## src/hw/rtl/ra_pkg.sv

```systemverilog
// ra_pkg: shared types and constants for the rank_assign block.
// No dependencies.
package ra_pkg;

	localparam int VALUE_W = 32;
	localparam int RANK_W  = 6;

	typedef struct packed {
		logic              vld;
		logic [RANK_W-1:0] cnt;
	} ra_tok_t;

	typedef enum logic [1:0] {
		S_FILL,
		S_FLUSH,
		S_DRAIN
	} ra_state_t;

endpackage

```

## src/hw/rtl/ra_cell.sv

```systemverilog
// ra_cell: one slot of the rank chain; holds a key and its running rank,
// compares passing keys and forwards them. Depends on ra_pkg.
module ra_cell #(
	parameter int KEY_W = 32
) (
	input  logic                      clk,
	input  logic                      arst_n,
	input  logic                      shift,
	input  ra_pkg::ra_tok_t           tin,
	input  logic [KEY_W-1:0]          tin_key,
	input  logic                      nxt_vld,
	input  logic [ra_pkg::RANK_W-1:0] nxt_cnt,
	output ra_pkg::ra_tok_t           tout,
	output logic [KEY_W-1:0]          tout_key,
	output logic                      vld,
	output logic [ra_pkg::RANK_W-1:0] cnt
);

	logic                      vld_q;
	logic [ra_pkg::RANK_W-1:0] cnt_q;
	logic [KEY_W-1:0]          key_q;
	logic                      tvld_q;
	logic [ra_pkg::RANK_W-1:0] tcnt_q;
	logic [KEY_W-1:0]          tkey_q;
	logic                      land;
	logic                      pass;

	assign land = tin.vld && !vld_q && !shift;
	assign pass = tin.vld && vld_q && !shift;

	always_ff @(posedge clk or negedge arst_n) begin
		if (!arst_n) begin
			vld_q  <= 1'b0;
			tvld_q <= 1'b0;
		end else begin
			tvld_q <= pass;
			if (shift) begin
				vld_q <= nxt_vld;
			end else if (land) begin
				vld_q <= 1'b1;
			end
		end
	end

	always_ff @(posedge clk) begin
		if (shift) begin
			cnt_q <= nxt_cnt;
		end else if (land) begin
			cnt_q <= tin.cnt;
			key_q <= tin_key;
		end else if (pass && (tin_key < key_q)) begin
			cnt_q <= cnt_q + ra_pkg::RANK_W'(1);
		end
		tkey_q <= tin_key;
		tcnt_q <= tin.cnt + ra_pkg::RANK_W'(key_q < tin_key);
	end

	assign tout.vld = tvld_q;
	assign tout.cnt = tcnt_q;
	assign tout_key = tkey_q;
	assign vld      = vld_q;
	assign cnt      = cnt_q;

endmodule

```

## config.mk

```make
export PLATFORM = sky130hd
export DESIGN_NAME = ra_cell
export DESIGN_NICKNAME = d
export VERILOG_FILES = /design/src/hw/rtl/ra_pkg.sv /design/src/hw/rtl/ra_cell.sv
export SDC_FILE = /design/constraint.sdc
export NUM_CORES = 1
export LEC_CHECK = 0
export BUFFER_PORTS_ARGS = -buffer_cell sky130_fd_sc_hd__buf_2
export CAP_MARGIN = 25
export CELL_PAD_IN_SITES_DETAIL_PLACEMENT = 1
export CELL_PAD_IN_SITES_GLOBAL_PLACEMENT = 2
export CORE_MARGIN = 2
export CORE_UTILIZATION = 26
export CTS_BUF_LIST = sky130_fd_sc_hd__clkbuf_2
export DETAILED_ROUTE_END_ITERATION = 10
export PLACE_DENSITY = 0.62
export SYNTH_ARGS = -nofsm -noshare
export SYNTH_HDL_FRONTEND = slang
export SYNTH_SLANG_ARGS = --single-unit
```

## constraint.sdc

```tcl
create_clock -name clk -period 3.9 [get_ports clk]
set_clock_uncertainty 0.05 [all_clocks]
set_input_delay 0.585 -clock clk [delete_from_list [all_inputs] [get_ports clk]]
set_output_delay 0.585 -clock clk [all_outputs]
set_load 0.005 [all_outputs]
```

### After elaboration in Yosys (flattened, before gate mapping)

Index checks and enable logic that the tools add are counted.

| word-level totals | value |
|---|---|
| input port bits | 49 |
| output and inout port bits | 46 |
| logic and storage cells | 26 |
| bits in registers | 78 |

| cells by class | value |
|---|---|
| bitwise operators | 1 |
| reduce and logical (&&, ||, !) cells | 10 |
| $lt $le $gt $ge | 2 |
| multiplexer cells | 5 |
| add/sub/neg operators | 2 |

Operators with widths:

| kind | number |
|---|---|
| $lt A32 B32 Y1 | 2 |
| $mux W6 | 3 |
| $add A6 B1 Y6 | 1 |
| $add A6 B1 Y6 const B | 1 |
| $logic_and A1 B1 Y1 | 5 |
| $reduce_bool A3 Y1 | 1 |
| $logic_not A1 Y1 | 2 |
| $mux W1 | 2 |
| $reduce_and A2 Y1 | 1 |
| $reduce_bool A2 Y1 | 1 |
| $not A1 Y1 | 1 |

### Depth between registers and ports, before layout

Gate-level depths: netlist of the first run.

| logic depth | value |
|---|---|
| word-level depth | 6 |
| gate-level depth with buffers | 11 |
| depth with buffers taken out | 11 |

### Least setup slack after synthesis of the first run

No wires, ideal clock.

| timing | value |
|---|---|
| path kind | input to register |
| start | input shift |
| end | register key_q[0] (enable) |
| stages on the path | 2 |
| buffers on the path | 1 |
| setup time | 0.468 ns |
| data arrival time | 3.195 ns |
| slack | 0.187 ns |
| cells stage by stage | clkbuf_1 -> nor3b_1 |

| on the way | value |
|---|---|
| longest elaborated chain between the ends | 3 |
| elaborated cells between the ends (all ways) | 4 |
| classes of those cells | 1 x bitwise; 3 x reduce/logical |

RTL lines:

| what | RTL line | RTL |
|---|---|---|
| start, declared | ra_cell.sv:8 | `input logic shift,` |
| $logic_not A1 Y1 | ra_cell.sv:28 | `assign land = tin.vld && !vld_q && !shift;` |
| $logic_and A1 B1 Y1 | ra_cell.sv:28 |  |
| $reduce_and A2 Y1 (no line) (*) | -- |  |
| end signal, assigned | ra_cell.sv:50 | `key_q <= tin_key;` |
| end, declared | ra_cell.sv:21 | `logic [KEY_W-1:0] key_q;` |

Mark *: on every way between the ends. The rest lies on a longest branch, timed or not.
A chain may end at the register's enable or synchronous reset.

### Final worst setup path of the first run

| timing | value |
|---|---|
| start | input tin_key[3] |
| end | register tcnt_q[4] (netlist name) |

| on the way | value |
|---|---|
| longest elaborated chain between the ends | 2 |

RTL lines:

| what | RTL line | RTL |
|---|---|---|
| start, declared | ra_cell.sv:10 | `input logic [KEY_W-1:0] tin_key,` |
| $lt A32 B32 Y1 | ra_cell.sv:55 | `tcnt_q <= tin.cnt + ra_pkg::RANK_W'(key_q < tin_key);` |
| $add A6 B1 Y6 | ra_cell.sv:55 |  |
| end signal, assigned | ra_cell.sv:55 |  |
| end, declared | ra_cell.sv:23 | `logic [ra_pkg::RANK_W-1:0] tcnt_q;` |

No other way between the ends.

==> flow_summary.toml, run 1 <==
[placement]
postPlaceCellArea_sq_um = 3740
dp.cells = 477
gp_congestion = 0.724
hpwl_um = 5160
port_buffers = 94

[critical_path]
rr_worst_depth = 10
cp_num_buf_inv = 3
start_kind = "input port"
required_ns = 4.34
arrival_ns = 3.20
reg2reg_to = "tcnt_q[4]"
crit_fanout = 3
endpoint = "tcnt_q[4]"
worstReg2RegStart = "key_q[23]"
cp_top_family = "compound AO/OA/AOI/OAI gates"
worst_setup_path_end_kind = "flip-flop"
critPathMaxStageDelay_ns = 0.57
r2r_slack_ns = 1.31
worst-path-stages = 12
path_class = "in2reg"
crit_chain = "dlygate4sd3_1 > buf_2 > inv_1 > ha_1 > a21oi_1 > a2111oi_0 > o31ai_1 > nor2b_1 > ha_1 > ha_1 > nand3_1 > xnor2_1"
slowest_stage = "a2111oi_0"
crit_path_frequent_cell = "ha_1"
crit_start = "tin_key[3]"

[cts]
clkLatencyLatePin_ns = 0.53
cts_num_sinks = 78
cts_buffer_depth = 2
cts_tree = "done"
cts-buffers-inserted = 9
cts_root_buf = "clkbuf_2"
path_clk_slew_ns = 0.21
h-tree-depth = 3
cts_resized = 0

[sta]
hold_viol_final = 0
rsz0062_at_grt = "no"
setup_viol = 0
fmax_ghz = 0.363
finalCriticalPeriod_ns = 2.75
slew_violations = 0
worst_pin_slew_ns = 0.868
fin_crit_sh_pct = 70.6
tns_ns = 0
timing.slew.headroom_pct = 42.0

[layout]
final_common_cell = "buf_2"
fin_util_pct = 33.5
n_fill_cell = 1310
fin_nets = 431
area_delta_synth_final_pct = 24.9
diodes = 0
final_cell_area_sq_um = 3860
final_layout_size_suffix_gt1_share_pct = 32.4
final_cell_count_no_fill = 495
layout_common_cells = "buf_2, edfxtp_1, dfxtp_1"

[power]
peakVddDrop_mv = 0.186
pwr_density_cell_nw_per_um2 = 396
leakage_nw = 1.80
finalPower_mw = 1.53

[route]
ant_nets = 0
drtIter0Drc = 102
wirelength_um = 6700
dr.pass1.iters = 8
drc = 7
num_vias = 2130
wl_per_cell_um = 13.5
routed_via_density = 4.30

[synth]
yosys_warnings = 0
synth_area_sq_um = 3090
synth_cell_types = 36
synthCells = 242
syn-num-nets = 326
ys_seq_elements = 78
synth.largest_area_cell = "edfxtp_1"
synth_top_area_share_pct = 36.9
synth_area_per_cell_sq_um = 12.8
yosysSeqAreaShare_pct = 63.1
ys_top_cells_by_area = "edfxtp_1, dfxtp_1, ha_1, inv_1, a21oi_1"

[outcome]
outcome = "complete, but fails checks"
failed_checks = "DRC"

[floorplanning]
ios = 95
fp.dieArea_sq_um = 12800
dieWidth_um = 113
die_y_um = 113
start_util_pct = 26.9
row_count = 39
core_area_sq_um = 11500

[run]
cap_violations = 0

[grt]
grt.overflow.total = 0
grt_pass1_vias = 2225
antenna_found_initial = 0
grt_max_degree = 33
grt_util_all_layers_pct = 11.2
grt_first_pass_wirelength_um = 10800

[worst_hold_path]
min_path_type = "in2reg"
-- worst min-delay path by stage --
stage | start | to | slack (ns) | depth (start not counted)
floorplan | arst_n | tvld_q | 0.24 | 0
global placement | arst_n | tvld_q | 0.32 | 1
detailed placement | arst_n | vld | 0.32 | 1
CTS | tin_key[21] | tout_key[21] | 0.02 | 1
global route | tin_key[17] | tout_key[17] | 0.004 | 1
finish | tin_key[21] | tout_key[21] | 0.10 | 1
-- cells in the mapped netlist (all sizes together) --
library cell  number
nor3b              1
dfrtp              2
o211ai             1
nand2             12
nand3             10
clkbuf             1
mux2               1
o21ai              9
or4                1
a21o               3
o311a              1
a22o               1
a31oi              1
nand3b             1
mux2i              2
nor2               7
and3               1
nand4              8
a21oi             15
dfxtp             38
xor2               3
inv               33
buf                2
xnor2              5
ha                35
nor4               1
a221o              1
a2111o             1
edfxtp            38
nor2b              3
or2                1
o31ai              1
a2111oi            2
-- per-stage QoR --
stage	hold WS (ns)	setup slack, ns
floorplan	0.239	0.187
CTS	0.0173	1.29
detailed placement	0.321	0.945
finish	0.102	1.15
global route	0.00368	1.04
global placement	0.322	1.00
-- layer usage --
layer | routed length (um) | GRT usage [%]
met1 | 3300 | 14.8
met4 | 114 | 5.12
met3 | 417 | 4.34
met2 | 2870 | 16.0
met5 | 0 | 0
-- kinds of logic (layout without fill, tap and decap cells) --
family	Yosys count	count (layout)	share of synthesized area, %
buf+inv	36	146	4.49
fa+ha+maj	35	35	14.2
xor+xnor	8	8	2.27
flops	78	78	63.1
mux	3	3	1.01
compound gates	36	36	7.28
simple gates	46	46	7.69
-- state kept, by name (all words and copies together) (netlist names) --
signal    cells
cnt           6
key_q        32
tcnt_q        6
tout_key     32
tvld_q        1
vld           1
-- what timing repair did --
action	in CTS	in global routing
hold endpoints to repair	2	1
buffers inserted	0	0
hold buffers	1	1
-- power breakdown --
part	leakage, nW	switching, mW	internal, mW
Combinational	1.03	0.0993	0.0870
Clock	0.0705	0.274	0.143
Sequential	0.700	0.0187	0.909
-- area by class of cell --
type,count,area [sq um],share of cell area [%]
Clock buffer,10,50.0,1.30
Clock inverter,6,52.6,1.36
Inverter,33,124,3.21
Multi-Input combinational cell,128,1010,26.1
Sequential cell,78,1950,50.5
Tap cell,143,179,4.63
Timing Repair Buffer,97,498,12.9
-- worst reg2reg max path: stages (launching register included) --
cell,delay [ns]
edfxtp_1,0.41
ha_1,0.31
a21oi_1,0.14
o21ai_0,0.12
a22o_1,0.21
or4_1,0.47
nor2b_1,0.16
ha_1,0.21
ha_1,0.20
nand3_1,0.10
xnor2_1,0.13
No activity file was read; power rests on OpenSTA's default activity.
==> run 2: changes to the inputs <==
ABC_AREA = 1   (was not set)
PLACE_DENSITY = 0.63   (was 0.62)
clock period = 2.8 ns   (was 3.9 ns; I/O delays follow)
==> flow_summary.toml, run 2 <==
[synth]
synth_common_cells = "nand2_1, inv_1, dfxtp_1, edfxtp_1, ha_1"
synth_top_area_share_pct = 35.8
postSynth.topFlopCell = "edfxtp_1"
synth_edf_count = 38
synth_cell_types = 30
async_reset_ff_share_pct = 2.56
synth_most_common_cell = "nand2_1"
synth.largest_area_cell = "edfxtp_1"
syn-num-nets = 362
ys_top_cells_by_area = "edfxtp_1, dfxtp_1, ha_1, nand2_1, inv_1"
synth_area_sq_um = 3190
yosysSeqAreaShare_pct = 61.3
synthCells = 278
ys_seq_elements = 78
synth_area_per_cell_sq_um = 11.5
yosys_warnings = 0

[worst_hold_path]
min_path_type = "in2reg"
min_path_cells = 2
hp-start = "tin[1]"

[cts]
ctsHoldBuffers = 37
cts_root_buf = "clkbuf_2"
path_clk_slew_ns = 0.20
cts-buffers-inserted = 9
cts_num_sinks = 78
post-cts-setup-buffers = 0
clkLatencyLatePin_ns = 0.55
cts_resized = 0
cts_buffer_depth = 2
cts_tree = "done"
h-tree-depth = 3

[route]
ant_nets = 0
routed_via_density = 4.11
wirelength_um = 7110
dr.pass1.iters = 3
drtIter0Drc = 63
wl_per_cell_um = 12.4
drc = 0
num_vias = 2352

[layout]
final_common_cell = "buf_2"
diodes = 0
n_fill_cell = 1390
layout_common_cells = "buf_2, nand2_1, inv_1"
area_delta_synth_final_pct = 34.6
fin_nets = 504
final_layout_size_suffix_gt1_share_pct = 29.4

[power]
p_sw_share_pct = 27.1
p_int_mw = 1.53
pwr-share-comb_pct = 14.3
leakage_nw = 2.06
seqPwrFrac_pct = 61.4
peakVddDrop_mv = 0.273
clockPowerShare_pct = 24.3
netSwitchingPower_mw = 0.569
pwr_density_cell_nw_per_um2 = 490
finalPower_mw = 2.10

[grt]
grt_util_all_layers_pct = 11.5
grt_pass1_vias = 2417
antenna_found_initial = 0
grt_max_degree = 17
grt.overflow.total = 0
grt_first_pass_wirelength_um = 11300

[critical_path]
arrival_ns = 2.78
rr_worst_depth = 12
path_class = "in2reg"
crit_fanout = 3
start_kind = "input port"
required_ns = 3.20
crit_start = "tin_key[13]"
worstReg2RegStart = "key_q[23]"
worst_setup_path_end_kind = "flip-flop"

[placement]
gp_congestion = 0.712
hpwl_um = 5250
dp_slack_ns = 0.345
port_buffers = 94

[sta]
fin_crit_sh_pct = 85.2
fmax_ghz = 0.419
timing.slew.headroom_pct = 65.6
setup_slack_ns = 0.415
slew_violations = 0
worst_pin_slew_ns = 0.515
tns_ns = 0
finalCriticalPeriod_ns = 2.39
hold_viol_final = 0
setup_viol = 0
rsz0062_at_grt = "no"

[floorplanning]
die_y_um = 115
core_area_sq_um = 12000
start_util_pct = 26.6
dieWidth_um = 115
row_count = 40
ios = 95
fp.dieArea_sq_um = 13200

[outcome]
outcome = "complete, no violations"

[run]
cap_violations = 0
==> run 2: cell count changes after synthesis, moves of 4 or more <==
cell and change:
nand2_1 +40, inv_1 +12, nand4_1 -6, o21ai_0 -6
inv_2 +5, nor2_2 +4
==> run 2: layer usage <==
layer | part of all wire [%] | vias to the layer above | track usage (%)
met5 | 0 | - | 0
met4 | 2.6 | 0 | 7.47
met3 | 4.3 | 13 | 3.18
met2 | 49 | 54 | 18.5
met1 | 44 | 1091 | 13.6
li1 | - | 1194 | -
==> run 2: logic make-up after synthesis <==
group	after synthesis	share of synthesized area (%)
flip-flops	78	61.3
adder cells (fa/ha/maj)	35	13.7
AO/OA/AOI/OAI	27	5.85
XOR/XNOR	6	1.65
buffers and inverters	54	6.72
AND/OR/NAND/NOR	78	10.8
==> run 2: worst max-delay path, cell delays in order <==
cell	delay, ns
dlygate4sd3_1	0.54
buf_2	0.13
inv_1	0.05
ha_1	0.30
a21oi_1	0.14
o21ai_0	0.10
a21oi_1	0.17
nand2_1	0.09
nand2_1	0.07
nand2_1	0.08
inv_1	0.07
ha_1	0.16
ha_1	0.19
nand3_1	0.11
xor2_1	0.15
==> run 2: path summary, 6_finish.rpt <==
kind | slack (ns) | end
max | 0.41 | tcnt_q[4]
min | 0.07 | tcnt_q[1]
max reg2reg | 0.58 | tcnt_q[4]
min reg2reg | 0.63 | tvld_q
max in group asynchronous | 2.49 | tvld_q
min in group asynchronous | 0.11 | vld
==> run 2: final cells by class <==
type	instances	area [sq um]	area share (%)
Sequential cell	78	1950	45.5
Clock inverter	5	27.5	0.642
Tap cell	147	184	4.29
Multi-Input combinational cell	146	1020	23.8
Clock buffer	11	55.1	1.28
Timing Repair Buffer	133	856	20.0
Inverter	52	195	4.55
==> run 2: power groups by stage <==
stage	registers, mW	clock network, mW	logic (mW)
3_5_place_dp	1.32	0	0.267
5_1_grt	1.30	0.591	0.344
4_1_cts	1.29	0.555	0.308
2_1_floorplan	1.32	0	0.129
3_3_place_gp	1.31	0	0.263
6_report	1.29	0.511	0.300
==> run 2: per-stage QoR <==
step	instance area, sq um	hold slack (ns)	util (%)	cells
after CTS	4290	0.00357	35.9	572
after global placement	3840	0.173	32.1	519
after detailed placement	3840	0.174	32.1	519
after floorplan	3190	0.0744	-	278
after global routing	4290	0.0163	35.9	572
final	4290	0.0671	35.9	572
==> run 3: changes to the inputs <==
clock period = 2.6 ns   (was 2.8 ns; I/O delays follow)
==> flow_summary.toml, run 3 (synthesis results as in run 2) <==
[run]
cap_violations = 0

[critical_path]
worstReg2RegStart = "key_q[31]"
worst_setup_path_end_kind = "flip-flop"
path_class = "in2reg"
crit_fanout = 3
start_kind = "input port"
required_ns = 3.01
reg2reg_to = "tcnt_q[4]"
rr_worst_depth = 12
r2r_slack_ns = 0.41
arrival_ns = 2.71
crit_start = "tin_key[17]"

[cts]
cts_tree = "done"
cts_resized = 0
h-tree-depth = 3
cts_num_sinks = 78
cts_buffer_depth = 2
cts_root_buf = "clkbuf_2"
cts-buffers-inserted = 9
path_clk_slew_ns = 0.20
clkLatencyLatePin_ns = 0.55

[placement]
gp_congestion = 0.706
port_buffers = 94
hpwl_um = 5070

[route]
wl_per_cell_um = 12.4
wirelength_um = 7150
routed_via_density = 4.13
dr.pass1.iters = 4
ant_nets = 0
drtIter0Drc = 96
drc = 0
num_vias = 2383

[power]
leakage_nw = 2.10
pwr_density_cell_nw_per_um2 = 539
peakVddDrop_mv = 0.331
finalPower_mw = 2.35

[layout]
final_common_cell = "buf_2"
diodes = 0
area_delta_synth_final_pct = 36.8
final_layout_size_suffix_gt1_share_pct = 29.1
seq_area_sq_um = 1950
layout_common_cells = "buf_2, nand2_1, inv_1"
multi_input_area_sq_um = 1020
fin_nets = 509
n_fill_cell = 1383

[sta]
tns_ns = 0
worst_pin_slew_ns = 0.318
fmax_ghz = 0.435
fin_crit_sh_pct = 88.5
slew_violations = 0
hold_viol_final = 0
finalCriticalPeriod_ns = 2.30
setup_viol = 0
timing.slew.headroom_pct = 78.8
holdWs_ns = 0.0851
rsz0062_at_grt = "no"

[floorplanning]
row_count = 40
start_util_pct = 26.6
ios = 95
fp.dieArea_sq_um = 13200
dieWidth_um = 115
die_y_um = 115
core_area_sq_um = 12000

[worst_hold_path]
min_path_type = "in2async"

[grt]
grt_pass1_vias = 2417
grt_max_degree = 22
grt.overflow.total = 0
antenna_found_initial = 0
grt_util_all_layers_pct = 11.7
grt_first_pass_wirelength_um = 11600

[outcome]
outcome = "complete, no violations"
==> run 3: cell types whose count changed in the layout (fill, tap and decap cells not counted) <==
cell           change
dlygate4sd3_1      +5
clkinv_2           +2
clkinvlp_4         -2
bufinv_16          +1
clkbuf_2           -1
==> run 3: per-stage QoR <==
| stage | instance area, sq um | worst slack [ns] | util [%] | instances |
|---|---|---|---|---|
| finish | 4360 | 0.300 | 36.4 | 577 |
| global route | 4360 | 0.135 | 36.4 | 577 |
| CTS | 4340 | 0.277 | 36.3 | 575 |
| detailed placement | 3840 | 0.184 | 32.1 | 519 |
| global placement | 3840 | 0.245 | 32.1 | 519 |
| floorplan | 3190 | 0.625 | - | 278 |
==> run 3: worst max-delay path by stage <==
stage                endpoint  cells past startpoint
floorplan           tcnt_q[4]                     13
global placement    tcnt_q[4]                     14
detailed placement  tcnt_q[4]                     16
CTS                 tcnt_q[5]                     17
global route        tcnt_q[4]                     15
finish              tcnt_q[4]                     17
==> run 3: per-layer routing <==
layer,track usage [%],routed length [um],part of all wire (%)
met2,19.1,3540,50
met3,4.92,398,5.6
met5,0,0,0
met4,4.34,112,1.6
met1,13.8,3090,43
==> run 3: worst max-delay path, stage by stage <==
cell	delay, ns
dlygate4sd3_1	0.52
buf_2	0.13
inv_1	0.05
ha_1	0.30
nand2_1	0.07
nand2_1	0.05
nand2_1	0.05
nand2_1	0.05
nand2_1	0.06
nand3_1	0.08
a21oi_1	0.17
nand2_1	0.10
inv_1	0.08
ha_1	0.19
ha_1	0.19
nand3_1	0.10
xor2_1	0.14
==> run 3: area by class of cell <==
class	count	share of cell area, %
inverter	52	4.48
clock inverter	6	1.21
sequential	78	44.8
clock buffer	10	1.15
tap	147	4.22
timing repair buffer	138	20.8
multi-input combinational	146	23.4
==> run 3: report_power, final <==
group          internal, mW  leakage (nW)  total (mW)  switching, mW
Clock                 0.215        0.0705       0.632          0.417
Sequential             1.36         0.698        1.39         0.0265
Combinational         0.167          1.33       0.329          0.162
==> run 3: what timing repair did <==
item                                   CTS  global route
hold buffers                            40             2
endpoints found under the hold margin   73             2
setup buffers                            0             0
